[src/hw/rtl/positional_list_engine_defines.svh]
// ---------------------------------------------------------------------------
// Positional list engine assertion macros
// Concurrent checks, compiled out for synthesis.
// ---------------------------------------------------------------------------
`ifndef POSITIONAL_LIST_ENGINE_DEFINES_SVH
`define POSITIONAL_LIST_ENGINE_DEFINES_SVH

`ifndef SYNTHESIS
`define PLE_ASSERT_IMP(label, clk, rst_n, ante, cons) \
  label: assert property (@(posedge clk) disable iff (!rst_n) (ante) |-> (cons)) \
    else $error("assertion failed");
`define PLE_ASSERT_NXT(label, clk, rst_n, ante, cons) \
  label: assert property (@(posedge clk) disable iff (!rst_n) (ante) |=> (cons)) \
    else $error("assertion failed");
`else
`define PLE_ASSERT_IMP(label, clk, rst_n, ante, cons)
`define PLE_ASSERT_NXT(label, clk, rst_n, ante, cons)
`endif

`endif

[src/hw/rtl/ple_pkg.sv]
// ---------------------------------------------------------------------------
// Positional list engine package
// Sizes, command and status codes, controller states and control structs.
// ---------------------------------------------------------------------------
package ple_pkg;

  localparam int CAPACITY  = 64;
  localparam int IDX_W     = $clog2(CAPACITY);
  localparam int LEN_W     = 7;
  localparam int VAL_W     = 32;
  localparam int POS_W     = 16;
  localparam int POS_MAG_W = POS_W - 1;

  typedef enum logic [2:0] {
    OP_INS_FRONT = 3'd0,
    OP_INS_BACK  = 3'd1,
    OP_INS_AT    = 3'd2,
    OP_SEARCH    = 3'd3,
    OP_DEL_FRONT = 3'd4,
    OP_DEL_BACK  = 3'd5,
    OP_DEL_AT    = 3'd6
  } op_e;

  typedef enum logic [1:0] {
    ST_OK      = 2'd0,
    ST_INVALID = 2'd1,
    ST_EMPTY   = 2'd2,
    ST_FULL    = 2'd3
  } status_e;

  typedef enum logic [1:0] {
    S_IDLE,
    S_EXEC,
    S_SRCH,
    S_EMIT
  } state_e;

  typedef struct packed {
    logic load;
    logic exec;
    logic reduce;
    logic emit;
  } ctrl_t;

  typedef struct packed {
    logic is_search;
  } stat_t;

endpackage

[src/hw/rtl/ple_ctrl.sv]
// ---------------------------------------------------------------------------
// Positional list engine controller
// Sequences accept, execute, search reduction and result emission.
// ---------------------------------------------------------------------------
module ple_ctrl (
  input  logic            clk_i,
  input  logic            rst_ni,
  input  logic            in_valid_i,
  output logic            in_ready_o,
  output logic            out_valid_o,
  input  logic            out_ready_i,
  input  ple_pkg::stat_t  stat_i,
  output ple_pkg::ctrl_t  ctrl_o
);

  ple_pkg::state_e state_q, state_d;
  logic            out_valid_q, out_valid_d;
  logic            out_free;

  always_ff @(posedge clk_i or negedge rst_ni) begin
    if (!rst_ni) begin
      state_q     <= ple_pkg::S_IDLE;
      out_valid_q <= 1'b0;
    end else begin
      state_q     <= state_d;
      out_valid_q <= out_valid_d;
    end
  end

  assign out_free = !out_valid_q || out_ready_i;

  always_comb begin
    state_d     = state_q;
    out_valid_d = out_valid_q && !out_ready_i;
    ctrl_o      = '0;
    in_ready_o  = 1'b0;
    case (state_q)
      ple_pkg::S_IDLE: begin
        in_ready_o = 1'b1;
        if (in_valid_i) begin
          ctrl_o.load = 1'b1;
          state_d     = ple_pkg::S_EXEC;
        end
      end
      ple_pkg::S_EXEC: begin
        ctrl_o.exec = 1'b1;
        state_d     = stat_i.is_search ? ple_pkg::S_SRCH : ple_pkg::S_EMIT;
      end
      ple_pkg::S_SRCH: begin
        ctrl_o.reduce = 1'b1;
        state_d       = ple_pkg::S_EMIT;
      end
      ple_pkg::S_EMIT: begin
        if (out_free) begin
          ctrl_o.emit = 1'b1;
          out_valid_d = 1'b1;
          state_d     = ple_pkg::S_IDLE;
        end
      end
      default: begin
        state_d = ple_pkg::S_IDLE;
      end
    endcase
  end

  assign out_valid_o = out_valid_q;

endmodule

[config.mk]
export PLATFORM = sky130hd
export DESIGN_NAME = ple_ctrl
export DESIGN_NICKNAME = d
export VERILOG_FILES = /design/src/hw/rtl/positional_list_engine_defines.svh /design/src/hw/rtl/ple_pkg.sv /design/src/hw/rtl/ple_ctrl.sv
export SDC_FILE = /design/constraint.sdc
export NUM_CORES = 1
export LEC_CHECK = 0
export ABC_CLOCK_PERIOD_IN_PS = 1600
export BUFFER_PORTS_ARGS = -buffer_cell sky130_fd_sc_hd__buf_2
export CORE_AREA = 3 3 40 42
export CTS_CLUSTER_DIAMETER = 30
export DETAILED_ROUTE_END_ITERATION = 6
export DIE_AREA = 0 0 43 45
export GPL_TIMING_DRIVEN = 0
export PLACE_DENSITY = 0.37
export SKIP_CTS_REPAIR_TIMING = 1
export SLEW_MARGIN = 20
export SYNTH_ARGS = -nofsm -noshare
export SYNTH_HDL_FRONTEND = slang
export SYNTH_SLANG_ARGS = --single-unit
[constraint.sdc]
create_clock -name clk_i -period 1.6 [get_ports clk_i]
set_clock_uncertainty 0.15 [all_clocks]
set_input_delay 0.32 -clock clk_i [delete_from_list [all_inputs] [get_ports clk_i]]
set_output_delay 0.32 -clock clk_i [all_outputs]
set_load 0.1 [all_outputs]
### Yosys cells after proc, flatten, opt, wreduce, memory -nomap -nowiden

Index checks and enable logic that the tools add are counted.
W data, S select, Z words.

| storage, ports and cells | value |
|---|---|
| bits in registers | 3 |
| output and inout port bits | 6 |

| cells by class | value |
|---|---|
| mux-type cells | 13 |
| equal/unequal tests | 5 |
| reductions and logical operators | 6 |

Operators with widths:

| cell | count |
|---|---|
| $mux W1 | 10 |
| $pmux W2 S4 | 1 |
| $eq A2 B2 Y1 const B | 2 |
| $mux W2 | 2 |
| $ne A2 B2 Y1 const B | 2 |
| $eq A2 B1 Y1 const B | 1 |
| $logic_not A1 Y1 | 2 |
| $logic_not A2 Y1 | 1 |
| $reduce_and A2 Y1 | 1 |
| $logic_and A1 B1 Y1 | 1 |
| $logic_or A1 B1 Y1 | 1 |

### Logic depth before layout (Yosys ltp)

Gate-level depths: netlist of the first run.

| depth | value |
|---|---|
| depth after elaboration | 4 |
| depth in mapped cells | 5 |
| mapped depth without buffers | 5 |

### Worst setup path before layout of the first run

Ideal clock, no wire load.

| timing | value |
|---|---|
| kind | reg2out |
| from | register state_q[0] |
| to | output ctrl_o[3] (netlist name) |
| required time | 1.130 ns |
| arrival | 2.191 ns |
| cell stages (with the launch flop) | 4 |
| path slack | -1.061 ns |
| path buffers | 0 |
| cell sequence | dfrtp_1 > inv_1 > ha_1 > and2_1 |

RTL lines:

| item | RTL line | source |
|---|---|---|
| start, declared | ple_ctrl.sv:16 | `ple_pkg::state_e state_q, state_d;` |
| start signal, assigned | ple_ctrl.sv:22 | `state_q <= ple_pkg::S_IDLE;` |
| start signal, assigned | ple_ctrl.sv:25 | `state_q <= state_d;` |
| end, declared | ple_ctrl.sv:13 | `output ple_pkg::ctrl_t ctrl_o` |

==> results of run 1 <==
final cells by class:
type | count | area (um2)
fill | 131 | 827.0
inverter | 3 | 13.76
timing repair buffer | 13 | 150.1
tap | 15 | 18.77
clock buffer | 4 | 26.28
multi-input combinational | 15 | 170.2
sequential | 3 | 78.83
path summary, 6_finish.rpt:
kind | from | end | slack (ns) | depth (start not counted)
hold / removal | rst_ni | out_valid_o | 0.25 | 2
min in group clk_i | out_ready_i | out_valid_o | 0.25 | 3
setup reg to reg | state_q[0] | state_q[1] | 0.16 | 5
max in group asynchronous | rst_ni | state_q[1] | 0.93 | 2
setup / recovery | state_q[0] | ctrl_o[3] | -0.08 | 4
hold reg to reg | out_valid_o | out_valid_o | 0.44 | 2
cell usage after synthesis:
master and number:
nand2b_1 3, a31oi_1 1, nor2_1 1, and2_1 2, ha_1 4, dfrtp_1 3, o2bb2a_1 1, inv_1 3
mux2_4 1, o21ai_2 1, nand3b_4 1
through the flow:
| step | instance area, um2 | hold slack, ns | worst slack (ns) | utilization | setup TNS, ns |
|---|---|---|---|---|---|
| floorplan | 255.2 | -0.1256 | -0.1023 | - | -0.1632 |
| global placement | 324.1 | -0.03368 | -0.1111 | 0.2522 | -0.1854 |
| detailed placement | 324.1 | -0.03163 | -0.1257 | 0.2522 | -0.2126 |
| CTS | 350.3 | -0.2857 | -0.3754 | 0.2726 | -1.422 |
| global route | 457.9 | 0.2575 | -0.1164 | 0.3564 | -0.4101 |
| finish | 457.9 | 0.2534 | -0.07833 | 0.3564 | -0.2040 |
worst max-delay path, delay by kind of cell, from the launching register on:
family | cells | cell delay, ns
adder cells (fa/ha/maj) | 1 | 0.14
AND/OR/NAND/NOR | 1 | 0.14
buffers and inverters | 2 | 0.24
flip-flops | 1 | 0.44
flip-flops by register name, summed over array words and instances, names as in the netlist:
signal       count
out_valid_o      1
state_q          2
metal layers:
metal  track usage  routed length (um)  up-vias
li1              -                   -      103
met1       0.04819                 195      102
met2        0.1018                 305        6
met3       0.03984                  34        0
met4       0.03614                   0        0
met5             0                   0        -
cells by family (layout without fill, tap and decap cells):
kind of cell | Yosys count | in the layout | share of synthesized area
flops | 3 | 3 | 0.3243
fa+ha+maj | 4 | 4 | 0.2162
compound gates | 3 | 3 | 0.1081
simple gates | 7 | 7 | 0.2378
buf+inv | 3 | 20 | 0.04865
mux | 1 | 1 | 0.06485
==> summary.txt, run 1 <==
Clock tree
  – Root Driver: clkbuf_4
  – Sink Count: 3
  – Clock Path Buffers: 2
  – Worst skew pair latency: 0.23 ns
  – Htree depth: 1
  – Clk pin slew, worst setup/hold paths: 0.04 ns
  – CTS tree: yes
  – Num CTS Buffers: 3

Worst setup path
  – WP data arrival: 1.21 ns
  – Critical-path top delay cell: dfrtp_2
  – Crit-path cells: inv_4 > ha_4 > and2_4 > buf_12
  – Critical path class: register to output port
  – Worst setup SP type: register
  – CP Capture Type: output port
  – Crit-path max FO: 4
  – CP peak stage delay: 0.44 ns
  – Critical path required time: 1.13 ns

Die
  – Die width: 43 um
  – I/O pin total: 11
  – Initial core utilization: 0.1801
  – Die Ht: 45 um
  – Core Area: 0.001285 mm2
  – DIE AREA: 0.001935 mm2
  – # rows: 13

Synthesis
  – Syn_nets: 30
  – #FFs+latches synth: 3
  – YS warnings: 0
  – Seq/Total Area, Yosys: 0.3243
  – Synth area leaders: dfrtp_1 32%, ha_1 22%, nand3b_4 8.6%
  – Area leader, netlist: dfrtp_1
  – Post-Synthesis Cells: 21
  – Post-synth top area share: 0.3243
  – Post-synth cell types: 11
  – Synthesized cell area: 231.5 um2
  – Avg Cell Area, Syn: 11.02 um2

Global routing
  – GRT Resource Usage Total: 0.05828
  – Vias in the first global route: 211
  – First-pass GRT wire length: 793 um
  – Initial antenna violation count: 0
  – Remaining Overflow, GRT: 0
  – Largest net degree at the start of global routing: 6

STA
  – Setup ws final: -0.07833 ns
  – Setup violators final: 4
  – Slew @ Worst Pin: 0.4870 ns
  – RSZ-0062 raised after global routing: yes
  – Hold Vio Cnt, Final: 0
  – Relative slew slack: 0.6776
  – Period utilization: 1.049
  – Fin crit period: 1.678 ns
  – Fin. max-slew vios: 0
  – Fmax: 595.8 MHz

Routing
  – Vias/cell: 3.981
  – DRC errors left: 0
  – Initial DRC count: 5
  – DRT Pass-1 Iters: 2
  – DRT Wirelength: 535 um
  – Via count: 211
  – Drt wl/cell: 10.09 um
  – Final ANT Viol Nets: 0

Hold path
  – Worst Hold Class: input pin to asynchronous set/reset pin

Placed design
  – Final GP Congestion: 0.6409
  – IO buf count: 10
  – Final HPWL DP: 388.2 um
  – Placed Cells: 46

Status
  – Status: complete, but fails checks
  – Failing checks: negative setup slack

Layout
  – NumNets Final: 48
  – Final non-filler cell total: 53
  – Ant diodes: 0
  – Proportion of layout cells with a drive suffix above 1: 0.7632
  – Most frequent cells in the layout: 5 x buf_2, 5 x buf_12
  – Area Overhead vs Synth: 97.84%

Run
  – # Max-Cap Violations: 0
Power of run 1 is left out: the tool's default activity adds up to more than one toggle a clock period on the data nets, which glitch-free logic cannot reach.
==> inputs of run 2 (changes only) <==
CAP_MARGIN = 20   (was unset)
SETUP_SLACK_MARGIN = 0.15   (was unset)
==> run 2 against run 1 <==
Against the previous run: the flow still finishes with violations (negative setup slack); global-route usage is 0.25 points lower; register-to-register slack about the same; sequential cell count is the same; utilization fell by 1.1 points; worst hold slack worse by 0.0074 ns; routed wire length down 6.4%; fmax hardly changed; first-iteration DRC count decreased by 80%; via count is 7.6% lower; count of clock-buffer cells in the layout unchanged; final area fell by 3.0%.
==> summary.txt, run 2 (same netlist as run 1, synthesis figures left out) <==
Die
  – Die Ht: 45 um
  – Die width: 43 um
  – I/O pin total: 11
  – Initial core utilization: 0.1801
  – # rows: 13
  – DIE AREA: 0.001935 mm2
  – Core Area: 0.001285 mm2

STA
  – Setup violators final: 4
  – Relative slew slack: 0.8158
  – RSZ-0062 raised after global routing: yes
  – Fin. max-slew vios: 0
  – Setup TNS: -0.1953 ns
  – Setup ws final: -0.07919 ns
  – Period utilization: 1.049
  – Fin crit period: 1.679 ns
  – Hold Vio Cnt, Final: 0
  – Slew @ Worst Pin: 0.2785 ns
  – Fmax: 595.5 MHz

Routing
  – Vias/cell: 3.750
  – DRT Wirelength: 501 um
  – Final ANT Viol Nets: 0
  – Initial DRC count: 1
  – Drt wl/cell: 9.635 um
  – DRC errors left: 0
  – Via count: 195
  – DRT Pass-1 Iters: 2

Clock tree
  – CTS tree: yes
  – Htree depth: 1
  – Clock Path Buffers: 2
  – Sink Count: 3
  – Worst skew pair latency: 0.23 ns
  – Root Driver: clkbuf_4
  – Clk pin slew, worst setup/hold paths: 0.04 ns
  – Num CTS Buffers: 3

Run
  – # Max-Cap Violations: 0

Placed design
  – Final HPWL DP: 416.9 um
  – IO buf count: 10
  – Final GP Congestion: 0.6444

Status
  – Failing checks: negative setup slack
  – Status: complete, but fails checks

Global routing
  – Vias in the first global route: 208
  – Initial antenna violation count: 0
  – Remaining Overflow, GRT: 0
  – First-pass GRT wire length: 779 um
  – GRT Resource Usage Total: 0.05579
  – Largest net degree at the start of global routing: 6

Layout
  – Top reg by flops: state_q
  – Proportion of layout cells with a drive suffix above 1: 0.7568
  – Fill cell count: 141
  – Area Overhead vs Synth: 91.89%
  – Ant diodes: 0
  – Max reg flops: 2
  – NumNets Final: 47
  – Most frequent cells in the layout: 4 x buf_2, 4 x buf_12, 3 x nand2b_1, 3 x ha_2, 3 x clkbuf_4

Worst setup path
  – WP data arrival: 1.21 ns
  – Critical path buffers and inverters: 2
  – Crit-path max FO: 4
  – Critical-path top delay cell: dfrtp_2
  – Critical path required time: 1.13 ns
  – CP Capture Type: output port
  – Worst setup SP type: register
  – Crit-path cells: inv_2 > ha_4 > and2_4 > buf_12
  – Crit path max-delay family: flip-flops
  – Critical path class: register to output port
  – CP peak stage delay: 0.43 ns

Hold path
  – Worst Hold Class: input pin to register
-- run 2: cell count changes in the layout (fill, tap and decap cells not counted) --
cell / before / now
buf_12: 5 / 4
buf_2: 5 / 4
buf_6: 0 / 1
dfrtp_2: 3 / 2
dfrtp_4: 0 / 1
inv_2: 1 / 2
inv_4: 1 / 0
-- run 2: per-layer routing --
metal,wire length [um],up-vias,GRT usage,share of wire
met5,0,-,0,0
met4,0,0,0.05422,0
met3,25,0,0.01594,0.050
met2,285,4,0.1018,0.57
met1,190,90,0.04819,0.38
li1,-,101,-,-
-- run 2: area by class of cell --
class / instances / area (um2) / area share
Clock buffer: 4 / 26.28 / 0.05915
Inverter: 3 / 11.26 / 0.02535
Multi-Input combinational cell: 15 / 170.2 / 0.3831
Sequential cell: 3 / 81.33 / 0.1831
Tap cell: 15 / 18.77 / 0.04225
Timing Repair Buffer: 12 / 136.4 / 0.3070
-- run 2: stage by stage --
| step | instances | util | cell area (um2) | worst slack (ns) | hold slack [ns] |
|---|---|---|---|---|---|
| finish | 52 | 0.3457 | 444.2 | -0.07919 | 0.2460 |
| global route | 52 | 0.3457 | 444.2 | -0.1157 | 0.2620 |
| CTS | 50 | 0.2746 | 352.8 | -0.3832 | -0.2791 |
| detailed placement | 46 | 0.2541 | 326.6 | -0.1301 | -0.03030 |
| global placement | 46 | 0.2541 | 326.6 | -0.1134 | -0.03362 |
| floorplan | 21 | - | 257.7 | -0.09469 | -0.1256 |
-- run 2: final timing paths --
check | from | end | slack (ns) | cells after the start
min | out_ready_i | out_valid_o | 0.25 | 3
max | state_q[0] | ctrl_o[3] | -0.08 | 4
max in group asynchronous | rst_ni | state_q[0] | 0.92 | 2
min in group asynchronous | rst_ni | out_valid_o | 0.26 | 2
max reg2reg | state_q[0] | state_q[1] | 0.17 | 5
min reg2reg | state_q[1] | state_q[1] | 0.44 | 1
-- run 2: worst reg2reg max path, stage by stage (launching register included) --
cell and delay, ns:
dfrtp_2 0.43, inv_2 0.10, ha_4 0.15, inv_1 0.04, o21ai_2 0.14, mux2_4 0.31
Power of run 2 is left out for the same reason.
==> inputs of run 3 (changes only) <==
CORE_AREA = 8 8 45 47   (was 3 3 40 42)
DIE_AREA = 0 0 53 55   (was 0 0 43 45)
==> run 3 against run 2 <==
Against the previous run: the run still ends with negative setup slack left; largest cell class unchanged; non-clock buffer count increased by 2; final area increased by 6.5%; worst hold slack improved by 0.0026 ns; count of clock-buffer cells in the layout unchanged; global-route usage decreased by 1.3 points.
==> summary.txt, run 3 (same netlist as run 1, synthesis figures left out) <==
Worst setup path
  – CP Capture Type: output port
  – Critical path class: register to output port
  – Worst setup SP type: register
  – Crit-path max FO: 4
  – WP data arrival: 1.22 ns
  – Cells on worst reg2reg path: 5
  – Critical path required time: 1.13 ns

Routing
  – DRT Pass-1 Iters: 1
  – Final ANT Viol Nets: 0
  – Initial DRC count: 0
  – Via count: 205
  – Vias/cell: 3.727
  – DRC errors left: 0
  – DRT Wirelength: 591 um
  – Drt wl/cell: 10.75 um

STA
  – Setup TNS: -0.2191 ns
  – Fin. max-slew vios: 0
  – Setup violators final: 5
  – Hold Vio Cnt, Final: 0
  – Setup ws final: -0.08610 ns
  – Fin crit period: 1.686 ns
  – Relative slew slack: 0.8655
  – RSZ-0062 raised after global routing: yes
  – Period utilization: 1.054
  – Fmax: 593.1 MHz
  – Hold WS: 0.2486 ns
  – Slew @ Worst Pin: 0.2022 ns

Placed design
  – Area after DPL: 327.8 um2
  – Final HPWL DP: 438 um
  – Final GP Congestion: 0.6797
  – IO buf count: 10

Global routing
  – Largest net degree at the start of global routing: 6
  – Remaining Overflow, GRT: 0
  – Initial antenna violation count: 0
  – First-pass GRT wire length: 897 um
  – GRT Resource Usage Total: 0.04260
  – Vias in the first global route: 234

Layout
  – Fin area: 473.0 um2
  – Area Overhead vs Synth: 104.3%
  – Ant diodes: 0
  – Most frequent cells in the layout: 5 x buf_12, 4 x buf_2
  – Max reg flops: 2
  – Top reg by flops: state_q
  – Proportion of layout cells with a drive suffix above 1: 0.7692
  – NumNets Final: 49
  – Fill cell count: 153
  – Most common cell after layout, fill and taps aside: buf_12

Clock tree
  – Worst skew pair latency: 0.23 ns
  – Num CTS Buffers: 3
  – CTS tree: yes
  – Htree depth: 1
  – Clk pin slew, worst setup/hold paths: 0.04 ns
  – Clock Path Buffers: 2
  – Sink Count: 3
  – Root Driver: clkbuf_4

Die
  – Initial core utilization: 0.1673
  – Die Ht: 55 um
  – DIE AREA: 0.002915 mm2
  – # rows: 14
  – I/O pin total: 11
  – Die width: 53 um
  – Core Area: 0.001384 mm2

Run
  – # Max-Cap Violations: 0

Hold path
  – WHS Path Cells: 3
  – Worst Hold Class: input pin to register

Status
  – Failing checks: negative setup slack
  – Status: complete, but fails checks
==> run 3: cell count changes in the layout (fill, tap and decap cells not counted), sizes merged <==
cell / before / now
buf: 11 / 13
==> run 3: worst max-delay path, cell delays in order (launching register included) <==
cell and delay, ns:
dfrtp_2 0.42, inv_2 0.10, ha_4 0.15, and2_4 0.14, buf_12 0.16
==> run 3: area by class of cell <==
class,count,area [um2],area share
tap,16,20.02,0.04233
timing repair buffer,14,163.9,0.3466
sequential,3,81.33,0.1720
inverter,3,11.26,0.02381
multi-input combinational,15,170.2,0.3598
clock buffer,4,26.28,0.05556
==> run 3: layer usage <==
metal	GRT usage	part of all wire	up-vias
met4	0.01293	0	0
li1	-	-	104
met5	0	0	-
met2	0.07031	0.56	6
met1	0.03338	0.34	95
met3	0.04545	0.10	0
==> run 3: through the flow <==
stage	setup WS (ns)	instances	utilization
floorplan	-0.09469	21	-
global placement	-0.1144	47	0.2369
detailed placement	-0.1322	47	0.2369
CTS	-0.3868	51	0.2559
global route	-0.1419	55	0.3418
finish	-0.08610	55	0.3418
==> run 3: worst paths after layout <==
| check | slack (ns) | startpoint | end |
|---|---|---|---|
| max | -0.09 | state_q[0] | ctrl_o[3] |
| min | 0.25 | out_ready_i | out_valid_o |
| max reg2reg | 0.15 | state_q[0] | state_q[1] |
| min reg2reg | 0.44 | state_q[1] | state_q[1] |
| max in group asynchronous | 0.92 | rst_ni | out_valid_o |
| min in group asynchronous | 0.27 | rst_ni | out_valid_o |
Power of run 3 is left out for the same reason.
